`src/rtl/fpa_pkg.sv`:
```
// Shared types and constants of the fixed-point ALU.
`default_nettype none
package fpa_pkg;
    localparam int FRAC_BITS = 8;
    localparam int DATA_W = 32;
    localparam int QUOT_W = DATA_W + FRAC_BITS;
    localparam int CNT_W = $clog2(QUOT_W + 1);
    localparam int QUEUE_DEPTH = 2;

    typedef enum logic [3:0] {
        OP_ADD = 4'd0, OP_SUB = 4'd1, OP_MUL = 4'd2, OP_DIV = 4'd3,
        OP_MIN = 4'd4, OP_MAX = 4'd5, OP_INC = 4'd6, OP_DEC = 4'd7,
        OP_FROM_INT = 4'd8, OP_TO_INT = 4'd9
    } op_t;

    typedef enum logic [1:0] {
        CLS_SIMPLE = 2'd0, CLS_MUL = 2'd1, CLS_DIV = 2'd2
    } cls_t;

    typedef enum logic [1:0] {
        BK_IDLE = 2'd0, BK_MUL = 2'd1, BK_DIV = 2'd2, BK_DONE = 2'd3
    } bk_state_t;

    // Classified request between front and back.
    typedef struct packed {
        cls_t                     cls;
        logic signed [DATA_W-1:0] a;
        logic signed [DATA_W-1:0] b;
        logic signed [DATA_W-1:0] simple_value;
        logic                     a_less;
        logic                     a_equal;
        logic                     a_greater;
        logic                     divide_by_zero;
    } fpa_req_t;

    typedef struct packed {
        logic signed [DATA_W-1:0] value;
        logic                     a_less;
        logic                     a_equal;
        logic                     a_greater;
        logic                     divide_by_zero;
    } fpa_res_t;
endpackage
`default_nettype wire

```
`src/rtl/fpa_if.sv`:
```
// Valid/ready channel interfaces for requests and results.
`default_nettype none
interface fpa_in_if (input wire logic clk);
    logic       valid;
    logic       ready;
    logic [3:0] op;
    logic signed [fpa_pkg::DATA_W-1:0] operand_a;
    logic signed [fpa_pkg::DATA_W-1:0] operand_b;
    modport source (output valid, op, operand_a, operand_b, input ready);
    modport sink (input valid, op, operand_a, operand_b, output ready);
endinterface

interface fpa_out_if (input wire logic clk);
    logic valid;
    logic ready;
    logic signed [fpa_pkg::DATA_W-1:0] value;
    logic a_less;
    logic a_equal;
    logic a_greater;
    logic divide_by_zero;
    modport source (output valid, value, a_less, a_equal, a_greater, divide_by_zero,
                    input ready);
    modport sink (input valid, value, a_less, a_equal, a_greater, divide_by_zero,
                  output ready);
endinterface
`default_nettype wire

```
`src/rtl/fpa_front.sv`:
```
// Front end: classifies requests and computes the simple operations.
`default_nettype none
module fpa_front (
    input  wire logic          clk,
    input  wire logic          rst_n,
    fpa_in_if.sink             in_ch,
    output fpa_pkg::fpa_req_t  req,
    output logic               req_valid,
    input  wire logic          req_ready
);
    fpa_pkg::fpa_req_t req_reg, req_next;
    logic              valid_reg;
    logic signed [fpa_pkg::DATA_W-1:0] a, b, to_int_v;
    logic signed [fpa_pkg::DATA_W-1:0] bias;
    logic lt, eq, gt;

    assign in_ch.ready = !valid_reg || req_ready;
    assign a = in_ch.operand_a;
    assign b = in_ch.operand_b;
    assign lt = a < b;
    assign eq = a == b;
    assign gt = a > b;
    // Negative values get a bias so the shift truncates toward zero.
    assign bias = a[fpa_pkg::DATA_W-1]
        ? fpa_pkg::DATA_W'((64'd1 << fpa_pkg::FRAC_BITS) - 64'd1) : '0;
    assign to_int_v = (a + bias) >>> fpa_pkg::FRAC_BITS;

    always_comb
    begin
        req_next = '0;
        req_next.cls = fpa_pkg::CLS_SIMPLE;
        req_next.a = a;
        req_next.b = b;
        req_next.a_less = lt;
        req_next.a_equal = eq;
        req_next.a_greater = gt;
        unique case (in_ch.op)
            fpa_pkg::OP_ADD:      req_next.simple_value = a + b;
            fpa_pkg::OP_SUB:      req_next.simple_value = a - b;
            fpa_pkg::OP_MUL:      req_next.cls = fpa_pkg::CLS_MUL;
            fpa_pkg::OP_DIV:
            begin
                if (b == '0)
                    req_next.divide_by_zero = 1'b1;
                else
                    req_next.cls = fpa_pkg::CLS_DIV;
            end
            fpa_pkg::OP_MIN:      req_next.simple_value = lt ? a : b;
            fpa_pkg::OP_MAX:      req_next.simple_value = gt ? a : b;
            fpa_pkg::OP_INC:      req_next.simple_value = a + 32'sd1;
            fpa_pkg::OP_DEC:      req_next.simple_value = a - 32'sd1;
            fpa_pkg::OP_FROM_INT: req_next.simple_value = a <<< fpa_pkg::FRAC_BITS;
            fpa_pkg::OP_TO_INT:   req_next.simple_value = to_int_v;
            default:              req_next.simple_value = '0;
        endcase
    end

    always_ff @(posedge clk or negedge rst_n)
    begin
        if (!rst_n)
            valid_reg <= 1'b0;
        else if (in_ch.ready)
            valid_reg <= in_ch.valid;
    end

    always_ff @(posedge clk)
    begin
        if (in_ch.ready && in_ch.valid)
            req_reg <= req_next;
    end

    assign req = req_reg;
    assign req_valid = valid_reg;

    ap_hold: assert property (@(posedge clk) disable iff (!rst_n)
        valid_reg && !req_ready |=> valid_reg && $stable(req_reg))
        else $error("front request dropped while stalled");
    ap_dz: assert property (@(posedge clk) disable iff (!rst_n)
        valid_reg && req_reg.divide_by_zero |-> req_reg.cls == fpa_pkg::CLS_SIMPLE
        && req_reg.simple_value == '0)
        else $error("divide by zero not resolved in front");
    ap_flags: assert property (@(posedge clk) disable iff (!rst_n)
        valid_reg |-> $onehot({req_reg.a_less, req_reg.a_equal, req_reg.a_greater}))
        else $error("compare flags not exclusive");
endmodule
`default_nettype wire

```
`src/rtl/fpa_queue.sv`:
```
// Two-entry request queue between front and back.
`default_nettype none
module fpa_queue (
    input  wire logic         clk,
    input  wire logic         rst_n,
    input  wire fpa_pkg::fpa_req_t wr_data,
    input  wire logic         wr_valid,
    output logic              wr_ready,
    output fpa_pkg::fpa_req_t rd_data,
    output logic              rd_valid,
    input  wire logic         rd_ready
);
    fpa_pkg::fpa_req_t mem_reg [fpa_pkg::QUEUE_DEPTH];
    logic wr_ptr_reg, rd_ptr_reg;
    logic [1:0] count_reg;
    logic push, pop;

    assign wr_ready = count_reg != 2'(fpa_pkg::QUEUE_DEPTH);
    assign rd_valid = count_reg != 2'd0;
    assign rd_data = mem_reg[rd_ptr_reg];
    assign push = wr_valid && wr_ready;
    assign pop = rd_valid && rd_ready;

    always_ff @(posedge clk or negedge rst_n)
    begin
        if (!rst_n)
        begin
            wr_ptr_reg <= 1'b0;
            rd_ptr_reg <= 1'b0;
            count_reg <= 2'd0;
        end
        else
        begin
            if (push)
                wr_ptr_reg <= !wr_ptr_reg;
            if (pop)
                rd_ptr_reg <= !rd_ptr_reg;
            count_reg <= count_reg + 2'(push) - 2'(pop);
        end
    end

    always_ff @(posedge clk)
    begin
        if (push)
            mem_reg[wr_ptr_reg] <= wr_data;
    end

    ap_count: assert property (@(posedge clk) disable iff (!rst_n)
        count_reg <= 2'(fpa_pkg::QUEUE_DEPTH))
        else $error("queue overflow");
    ap_wr_hold: assert property (@(posedge clk) disable iff (!rst_n)
        wr_valid && !wr_ready |=> wr_valid && $stable(wr_data))
        else $error("request withdrawn while queue full");
    ap_rd_hold: assert property (@(posedge clk) disable iff (!rst_n)
        rd_valid && !rd_ready |=> rd_valid && $stable(rd_data))
        else $error("queue head changed while stalled");
endmodule
`default_nettype wire

```
`src/rtl/fpa_back.sv`:
```
// Back end: registered multiplier, radix-2 divider and result register.
`default_nettype none
module fpa_back (
    input  wire logic         clk,
    input  wire logic         rst_n,
    input  wire fpa_pkg::fpa_req_t req,
    input  wire logic         req_valid,
    output logic              req_ready,
    fpa_out_if.source         out_ch
);
    localparam int QW = fpa_pkg::QUOT_W;
    localparam int DW = fpa_pkg::DATA_W;

    fpa_pkg::bk_state_t state_reg, state_next;
    fpa_pkg::fpa_req_t  cur_reg;
    fpa_pkg::fpa_res_t  res_reg;
    logic               res_valid_reg;
    logic signed [2*DW-1:0] prod_reg;
    logic [QW-1:0]      quot_reg;   // shifts out dividend, shifts in quotient
    logic [DW:0]        rem_reg;
    logic [DW-1:0]      div_reg;
    logic               neg_reg;
    logic [fpa_pkg::CNT_W-1:0] cnt_reg;
    logic [DW:0]        rem_shift, rem_sub;
    logic [DW-1:0]      abs_a, abs_b;
    logic [DW-1:0]      q_final;
    logic               out_free, take, finish;
    logic signed [2*DW-1:0] prod_sh;

    assign out_free = !res_valid_reg || out_ch.ready;
    assign abs_a = req.a[DW-1] ? DW'(-req.a) : DW'(req.a);
    assign abs_b = req.b[DW-1] ? DW'(-req.b) : DW'(req.b);
    assign rem_shift = {rem_reg[DW-1:0], quot_reg[QW-1]};
    assign rem_sub = rem_shift - {1'b0, div_reg};
    assign q_final = neg_reg ? DW'(-quot_reg) : DW'(quot_reg);
    assign prod_sh = prod_reg >>> fpa_pkg::FRAC_BITS;

    always_comb
    begin
        state_next = state_reg;
        unique case (state_reg)
            fpa_pkg::BK_IDLE:
                if (req_valid && req.cls == fpa_pkg::CLS_MUL)
                    state_next = fpa_pkg::BK_MUL;
                else if (req_valid && req.cls == fpa_pkg::CLS_DIV)
                    state_next = fpa_pkg::BK_DIV;
            fpa_pkg::BK_MUL:
                if (out_free)
                    state_next = fpa_pkg::BK_IDLE;
            fpa_pkg::BK_DIV:
                if (cnt_reg == fpa_pkg::CNT_W'(1))
                    state_next = fpa_pkg::BK_DONE;
            fpa_pkg::BK_DONE:
                if (out_free)
                    state_next = fpa_pkg::BK_IDLE;
            default: state_next = fpa_pkg::BK_IDLE;
        endcase
    end

    always_comb
    begin
        take = 1'b0;
        finish = 1'b0;
        unique case (state_reg)
            fpa_pkg::BK_IDLE:
                take = req_valid && (req.cls != fpa_pkg::CLS_SIMPLE || out_free);
            fpa_pkg::BK_MUL, fpa_pkg::BK_DONE:
                finish = out_free;
            default: ;
        endcase
    end

    assign req_ready = take;

    always_ff @(posedge clk or negedge rst_n)
    begin
        if (!rst_n)
        begin
            state_reg <= fpa_pkg::BK_IDLE;
            res_valid_reg <= 1'b0;
        end
        else
        begin
            state_reg <= state_next;
            if (finish || (take && req.cls == fpa_pkg::CLS_SIMPLE))
                res_valid_reg <= 1'b1;
            else if (out_ch.ready)
                res_valid_reg <= 1'b0;
        end
    end

    always_ff @(posedge clk)
    begin
        if (take)
        begin
            cur_reg <= req;
            prod_reg <= req.a * req.b;
            quot_reg <= QW'(abs_a) << fpa_pkg::FRAC_BITS;
            rem_reg <= '0;
            div_reg <= abs_b;
            neg_reg <= req.a[DW-1] ^ req.b[DW-1];
            cnt_reg <= fpa_pkg::CNT_W'(QW);
        end
        else if (state_reg == fpa_pkg::BK_DIV)
        begin
            if (!rem_sub[DW])
            begin
                rem_reg <= rem_sub;
                quot_reg <= {quot_reg[QW-2:0], 1'b1};
            end
            else
            begin
                rem_reg <= rem_shift;
                quot_reg <= {quot_reg[QW-2:0], 1'b0};
            end
            cnt_reg <= cnt_reg - fpa_pkg::CNT_W'(1);
        end
        if (take && req.cls == fpa_pkg::CLS_SIMPLE)
        begin
            res_reg.value <= req.simple_value;
            res_reg.a_less <= req.a_less;
            res_reg.a_equal <= req.a_equal;
            res_reg.a_greater <= req.a_greater;
            res_reg.divide_by_zero <= req.divide_by_zero;
        end
        else if (finish)
        begin
            res_reg.value <= (state_reg == fpa_pkg::BK_MUL) ? DW'(prod_sh) : q_final;
            res_reg.a_less <= cur_reg.a_less;
            res_reg.a_equal <= cur_reg.a_equal;
            res_reg.a_greater <= cur_reg.a_greater;
            res_reg.divide_by_zero <= 1'b0;
        end
    end

    assign out_ch.valid = res_valid_reg;
    assign out_ch.value = res_reg.value;
    assign out_ch.a_less = res_reg.a_less;
    assign out_ch.a_equal = res_reg.a_equal;
    assign out_ch.a_greater = res_reg.a_greater;
    assign out_ch.divide_by_zero = res_reg.divide_by_zero;

    ap_stall: assert property (@(posedge clk) disable iff (!rst_n)
        res_valid_reg && !out_ch.ready |=> res_valid_reg && $stable(res_reg))
        else $error("result lost under backpressure");
    ap_take: assert property (@(posedge clk) disable iff (!rst_n)
        take |-> state_reg == fpa_pkg::BK_IDLE)
        else $error("request taken while busy");
    ap_div: assert property (@(posedge clk) disable iff (!rst_n)
        state_reg == fpa_pkg::BK_DIV |-> cnt_reg != '0)
        else $error("divider count underflow");
endmodule
`default_nettype wire

```
`src/rtl/fixed_point_alu.sv`:
```
// Top level of the signed Q-format fixed-point ALU.
// Add, subtract, min, max, increment, decrement and the two conversions are computed in
// the front stage; their result passes the front request register, a queue entry and
// the back-end result register, one request per cycle at full rate while the back end
// is idle and the output ready. Multiply in the back end registers the 32x32 product,
// then shifts it; divide runs 40 radix-2 steps at eight fraction bits in the one
// serial divider, which holds the back end meanwhile. A two-entry queue between front
// and back keeps requests flowing into the front while the back end works.
`default_nettype none
module fixed_point_alu (
    input  wire logic clk,
    input  wire logic rst_n,
    fpa_in_if.sink    in_ch,
    fpa_out_if.source out_ch
);
    fpa_pkg::fpa_req_t f_req, q_req;
    logic f_valid, f_ready, q_valid, q_ready;

    fpa_front u_front (
        .clk(clk), .rst_n(rst_n), .in_ch(in_ch),
        .req(f_req), .req_valid(f_valid), .req_ready(f_ready)
    );

    fpa_queue u_queue (
        .clk(clk), .rst_n(rst_n),
        .wr_data(f_req), .wr_valid(f_valid), .wr_ready(f_ready),
        .rd_data(q_req), .rd_valid(q_valid), .rd_ready(q_ready)
    );

    fpa_back u_back (
        .clk(clk), .rst_n(rst_n),
        .req(q_req), .req_valid(q_valid), .req_ready(q_ready), .out_ch(out_ch)
    );
endmodule
`default_nettype wire

```
`src/flat_wrapper.sv`:
```
// flat-port wrapper written by rule: the top's interface ports become plain ports
module fixed_point_alu_flat 
  (clk, rst_n, in_ch_valid, in_ch_op, in_ch_operand_a, in_ch_operand_b, in_ch_ready, out_ch_valid, out_ch_value, out_ch_a_less, out_ch_a_equal, out_ch_a_greater, out_ch_divide_by_zero, out_ch_ready);
  fpa_in_if in_ch_i (.clk(clk));
  fpa_out_if out_ch_i (.clk(clk));
  input  wire logic clk;
  input  wire logic rst_n;
  input wire logic [$bits(in_ch_i.valid)-1:0] in_ch_valid;
  input wire logic [$bits(in_ch_i.op)-1:0] in_ch_op;
  input wire logic [$bits(in_ch_i.operand_a)-1:0] in_ch_operand_a;
  input wire logic [$bits(in_ch_i.operand_b)-1:0] in_ch_operand_b;
  output wire logic [$bits(in_ch_i.ready)-1:0] in_ch_ready;
  output wire logic [$bits(out_ch_i.valid)-1:0] out_ch_valid;
  output wire logic [$bits(out_ch_i.value)-1:0] out_ch_value;
  output wire logic [$bits(out_ch_i.a_less)-1:0] out_ch_a_less;
  output wire logic [$bits(out_ch_i.a_equal)-1:0] out_ch_a_equal;
  output wire logic [$bits(out_ch_i.a_greater)-1:0] out_ch_a_greater;
  output wire logic [$bits(out_ch_i.divide_by_zero)-1:0] out_ch_divide_by_zero;
  input wire logic [$bits(out_ch_i.ready)-1:0] out_ch_ready;
  assign in_ch_i.valid = in_ch_valid;
  assign in_ch_i.op = in_ch_op;
  assign in_ch_i.operand_a = in_ch_operand_a;
  assign in_ch_i.operand_b = in_ch_operand_b;
  assign in_ch_ready = in_ch_i.ready;
  assign out_ch_valid = out_ch_i.valid;
  assign out_ch_value = out_ch_i.value;
  assign out_ch_a_less = out_ch_i.a_less;
  assign out_ch_a_equal = out_ch_i.a_equal;
  assign out_ch_a_greater = out_ch_i.a_greater;
  assign out_ch_divide_by_zero = out_ch_i.divide_by_zero;
  assign out_ch_i.ready = out_ch_ready;
  fixed_point_alu u_core (.clk(clk), .rst_n(rst_n), .in_ch(in_ch_i), .out_ch(out_ch_i));
endmodule
```
`config.mk`:
```
export PLATFORM = sky130hd
export DESIGN_NAME = fixed_point_alu_flat
export DESIGN_NICKNAME = d
export VERILOG_FILES = /design/src/rtl/fpa_pkg.sv /design/src/rtl/fpa_if.sv /design/src/rtl/fpa_front.sv /design/src/rtl/fpa_queue.sv /design/src/rtl/fpa_back.sv /design/src/rtl/fixed_point_alu.sv /design/src/flat_wrapper.sv
export SDC_FILE = /design/constraint.sdc
export NUM_CORES = 2
export LEC_CHECK = 0
export BUFFER_PORTS_ARGS = -buffer_cell sky130_fd_sc_hd__buf_2
export CAP_MARGIN = 10
export CORE_ASPECT_RATIO = 0.7
export CORE_MARGIN = 3
export CORE_UTILIZATION = 25
export CTS_BUF_LIST = sky130_fd_sc_hd__clkbuf_8
export CTS_CLUSTER_SIZE = 25
export DETAILED_ROUTE_END_ITERATION = 10
export GPL_TIMING_DRIVEN = 0
export PLACE_DENSITY = 0.49
export SKIP_CTS_REPAIR_TIMING = 1
export SLEW_MARGIN = 20
export SYNTH_ARGS = -nofsm -noshare
export SYNTH_HDL_FRONTEND = slang
export SYNTH_HIERARCHICAL = 1
export SYNTH_SLANG_ARGS = --single-unit
export TNS_END_PERCENT = 30
```
`constraint.sdc`:
```
create_clock -name clk -period 10 [get_ports clk]
set_clock_uncertainty 0.1 [all_clocks]
set_input_delay 1 -clock clk [delete_from_list [all_inputs] [get_ports clk]]
set_output_delay 1 -clock clk [all_outputs]
set_load 0.01 [all_outputs]
```
==> metrics.md <==
| Metric | Value |
|---|---|
| Status | `finished, final reports clean` |
| Die X | `545 um` |
| Synthesized flop and latch total | `496` |
| Layout Nets | `around 6200` |
| Total gr overflow | `0` |
| DR pass1 iterations | `6` |
| Average instance area after synthesis | `9.97 sq um` |
| Crit start category | `flip-flop` |
| Vias in the first global route | `38707` |
| Core ar. | `around 0.2 sq mm` |
| Fin crit period | `around 9.8 ns` |
| Slack of the worst reg-to-reg path | `0.18 ns` |
| Combined area of all synthesized cells | `0.0509 sq mm` |
| Max stage delay on crit path | `0.90 ns` |
| Crit path max fanout | `10` |
| CP arrival | `10.17 ns` |
| Synth Flop Type | `edfxtp_1` |
| Synth area leaders | `edfxtp_1 26%, fa_1 25%, ha_1 6.5%` |
| Max Freq | `102 MHz` |
| Sequential fraction of the synthesis area | `28.3%` |
| Htree depth | `3` |
| Cell count after synthesis | `5103` |
| Clock slew at reported path FFs | `0.10 ns` |
| Num Clock Sinks | `496` |
| Pin count of the biggest net entering global routing | `54` |
| Syn. warnings | `6` |
| Fin util | `between 20% and 30%` |
| Area growth syn-to-layout | `11.4%` |
| Row count | `137` |
| RSZ-0062 raised after global routing | `yes` |
| Max Cap Violations | `0` |
| GPL Wtd Cong | `about 1.0` |
| Crit-path most repeated cell | `fa_1` |
| Worst-Skew Late Latency | `0.71 ns` |
| # DRC | `0` |
| Mapped Nets | `6084` |
| Crit-path slowest cell | `clkdlybuf4s15_1` |
| Ys async rst share | `1.61%` |
| Tot GR Track Use | `19.3%` |
| CP Buf/Inv Count | `10` |
| Clk buf depth | `3` |
| Wire length of the first global-routing pass | `291 mm` |
| Initial DRC Count | `4636` |
| Vias | `approximately 39000` |
| Cts bufs inserted | `73` |
| Antenna violations before repair | `43` |
| Port Buf Inserts | `~110` |
| Critical Path RT | `between 10 and 15 ns` |
| Share of cells above drive strength 1 | `9.21%` |
| EDFF count, synth | `442` |
| Yosys top cell area share | `26.1%` |
| Part of the cycle the worst path needs | `between 90 and 100%` |
| Slew margin rel. | `about 19%` |
| Routed wire length per instance | `between 20 and 30 um` |
| Dpl hpwl | `165 mm` |
| Cell variety after synth | `91` |
| Root buffer cell | `clkbuf_8` |
| Starting Density | `between 20% and 30%` |
| Setup violations, final | `0` |
| Worst hold path type | `flip-flop to flip-flop` |
| Post-Route WL | `around 200 mm` |
| CP Class | `flip-flop to flip-flop` |
| Io pins | `110` |
| DIE AREA | `0.209 sq mm` |
| CTS tree | `done` |
| Final Hold Violating Endpoints | `0` |
| CP Capture Type | `flip-flop` |
| Final Slew Violations | `0` |
| DIE HEIGHT | `~380 um` |
| Via-to-Cell Ratio | `4.90` |
| ANT nets after route | `0` |
| Max reg flops | `204` |
| CP delay by family, top | `adder cells` |
| Worst Tran Pin Value | `about 1.2 ns` |
| Largest area contributor in the netlist | `edfxtp_1` |
==> cell usage in the layout (no fill, tap or decap), types with 118 or more instances in the layout <==
master	instances
a21oi_1	146
and2_1	466
buf_2	132
clkbuf_1	127
edfxtp_1	442
fa_1	645
ha_1	264
inv_1	818
nand2_1	584
nor2_1	118
o21ai_0	209
xnor2_1	175
==> final timing paths <==
check / startpoint / endpoint / cells past startpoint
worst max register to register: u_core/u_queue/rd_ptr_reg$_DFFE_PN0P_ / u_core/u_back/prod_reg[39]$_DFFE_PP_ / 30
worst max-delay path: u_core/u_queue/rd_ptr_reg$_DFFE_PN0P_ / u_core/u_back/prod_reg[39]$_DFFE_PP_ / 30
max in group asynchronous: rst_n / u_core/u_queue/count_reg[1]$_DFF_PN0_ / 2
worst min register to register: u_core/u_front/req[56]$_DFFE_PP_ / u_core/u_queue/mem_reg[1][56]$_DFFE_PP_ / 0
min in group asynchronous: rst_n / u_core/u_back/state_reg[0]$_DFFE_PN0P_ / 2
worst min-delay path: u_core/u_front/req[56]$_DFFE_PP_ / u_core/u_queue/mem_reg[1][56]$_DFFE_PP_ / 0
==> per-layer routing <==
metal  share of wire (%)  track usage [%]  vias up
met1                  48             30.4    20196
met3                  13             6.67      227
met4                 2.2             3.82        2
met2                  37             24.5     2027
li1                    -                -    16974
met5               0.048                0        -
==> cells by family (layout without fill, tap and decap cells) <==
family | Yosys count | count (layout) | synth area share (%)
AOI/OAI and AO/OA | 680 | 680 | 8.75
xor gates and xnor gates | 293 | 293 | 5.06
adders and majority gates | 909 | 909 | 31.9
buffers and inverters | 1078 | 1297 | 8.13
DFF | 496 | 496 | 28.3
muxes | 114 | 114 | 2.51
other | 0 | 8 | 0
and+or+nand+nor | 1533 | 1533 | 15.4
==> Yosys cell counts (11+ instances only) <==
library cell and n:
nor4_1 13, o31ai_1 36, nand2b_1 43, a22oi_1 11, nand2_1 584, a21o_1 39
fa_1 645, nor2_1 121, nor3_1 46, dfxtp_1 46, o21a_1 13, buf_2 18
xor2_1 115, nand3_1 79, a221o_1 13, inv_1 801, buf_1 11, o21bai_1 14
a31oi_1 18, and3_1 21, edfxtp_1 442, a21oi_1 147, or4_1 13, nand4_1 48
o41ai_1 17, clkbuf_1 237, or3_1 22, a211oi_1 13, o211ai_1 48, and2_1 467
mux2_2 107, o21ai_0 210, ha_1 264, nor2b_1 28, xnor2_1 177, a222oi_1 16
==> worst register-to-register path: cells and delay by family, from the launching register on <==
kind | cells | cell delay (ns)
compound gates | 7 | 2.37
flops | 1 | 0.39
simple gates | 2 | 0.40
fa+ha+maj | 9 | 3.76
xor+xnor | 1 | 0.19
mux | 1 | 0.20
buf+inv | 10 | 2.14
==> per-stage QoR <==
stage / setup WS, ns / TNS [ns] / std cells / instance area, sq um / hold WS [ns]
finish: 0.177 / 0 / 8040 / 56700 / 0.320
global route: -0.0473 / -0.0473 / 8036 / 56600 / 0.323
CTS: -1.61 / -13.97 / 8061 / 56500 / -0.0432
detailed placement: -1.60 / -13.45 / 7931 / 55100 / 0.329
global placement: -2.09 / -16.55 / 7919 / 54800 / 0.323
floorplan: 1.61 / 0 / 5103 / 50900 / 0.321
==> area by class of cell <==
cell class / count / area [sq um]
Antenna cell: 8 / 20.0
Buffer: 246 / 1150
Clock buffer: 77 / 1060
Clock inverter: 53 / 308
Fill cell: 21246 / 144000
Inverter: 801 / 3010
Multi-Input combinational cell: 3529 / 32500
Sequential cell: 496 / 14400
Tap cell: 2710 / 3390
Timing Repair Buffer: 120 / 836
Power is left out: the tool's default activity adds up to more than one toggle a clock period on the data nets, which glitch-free logic cannot reach.
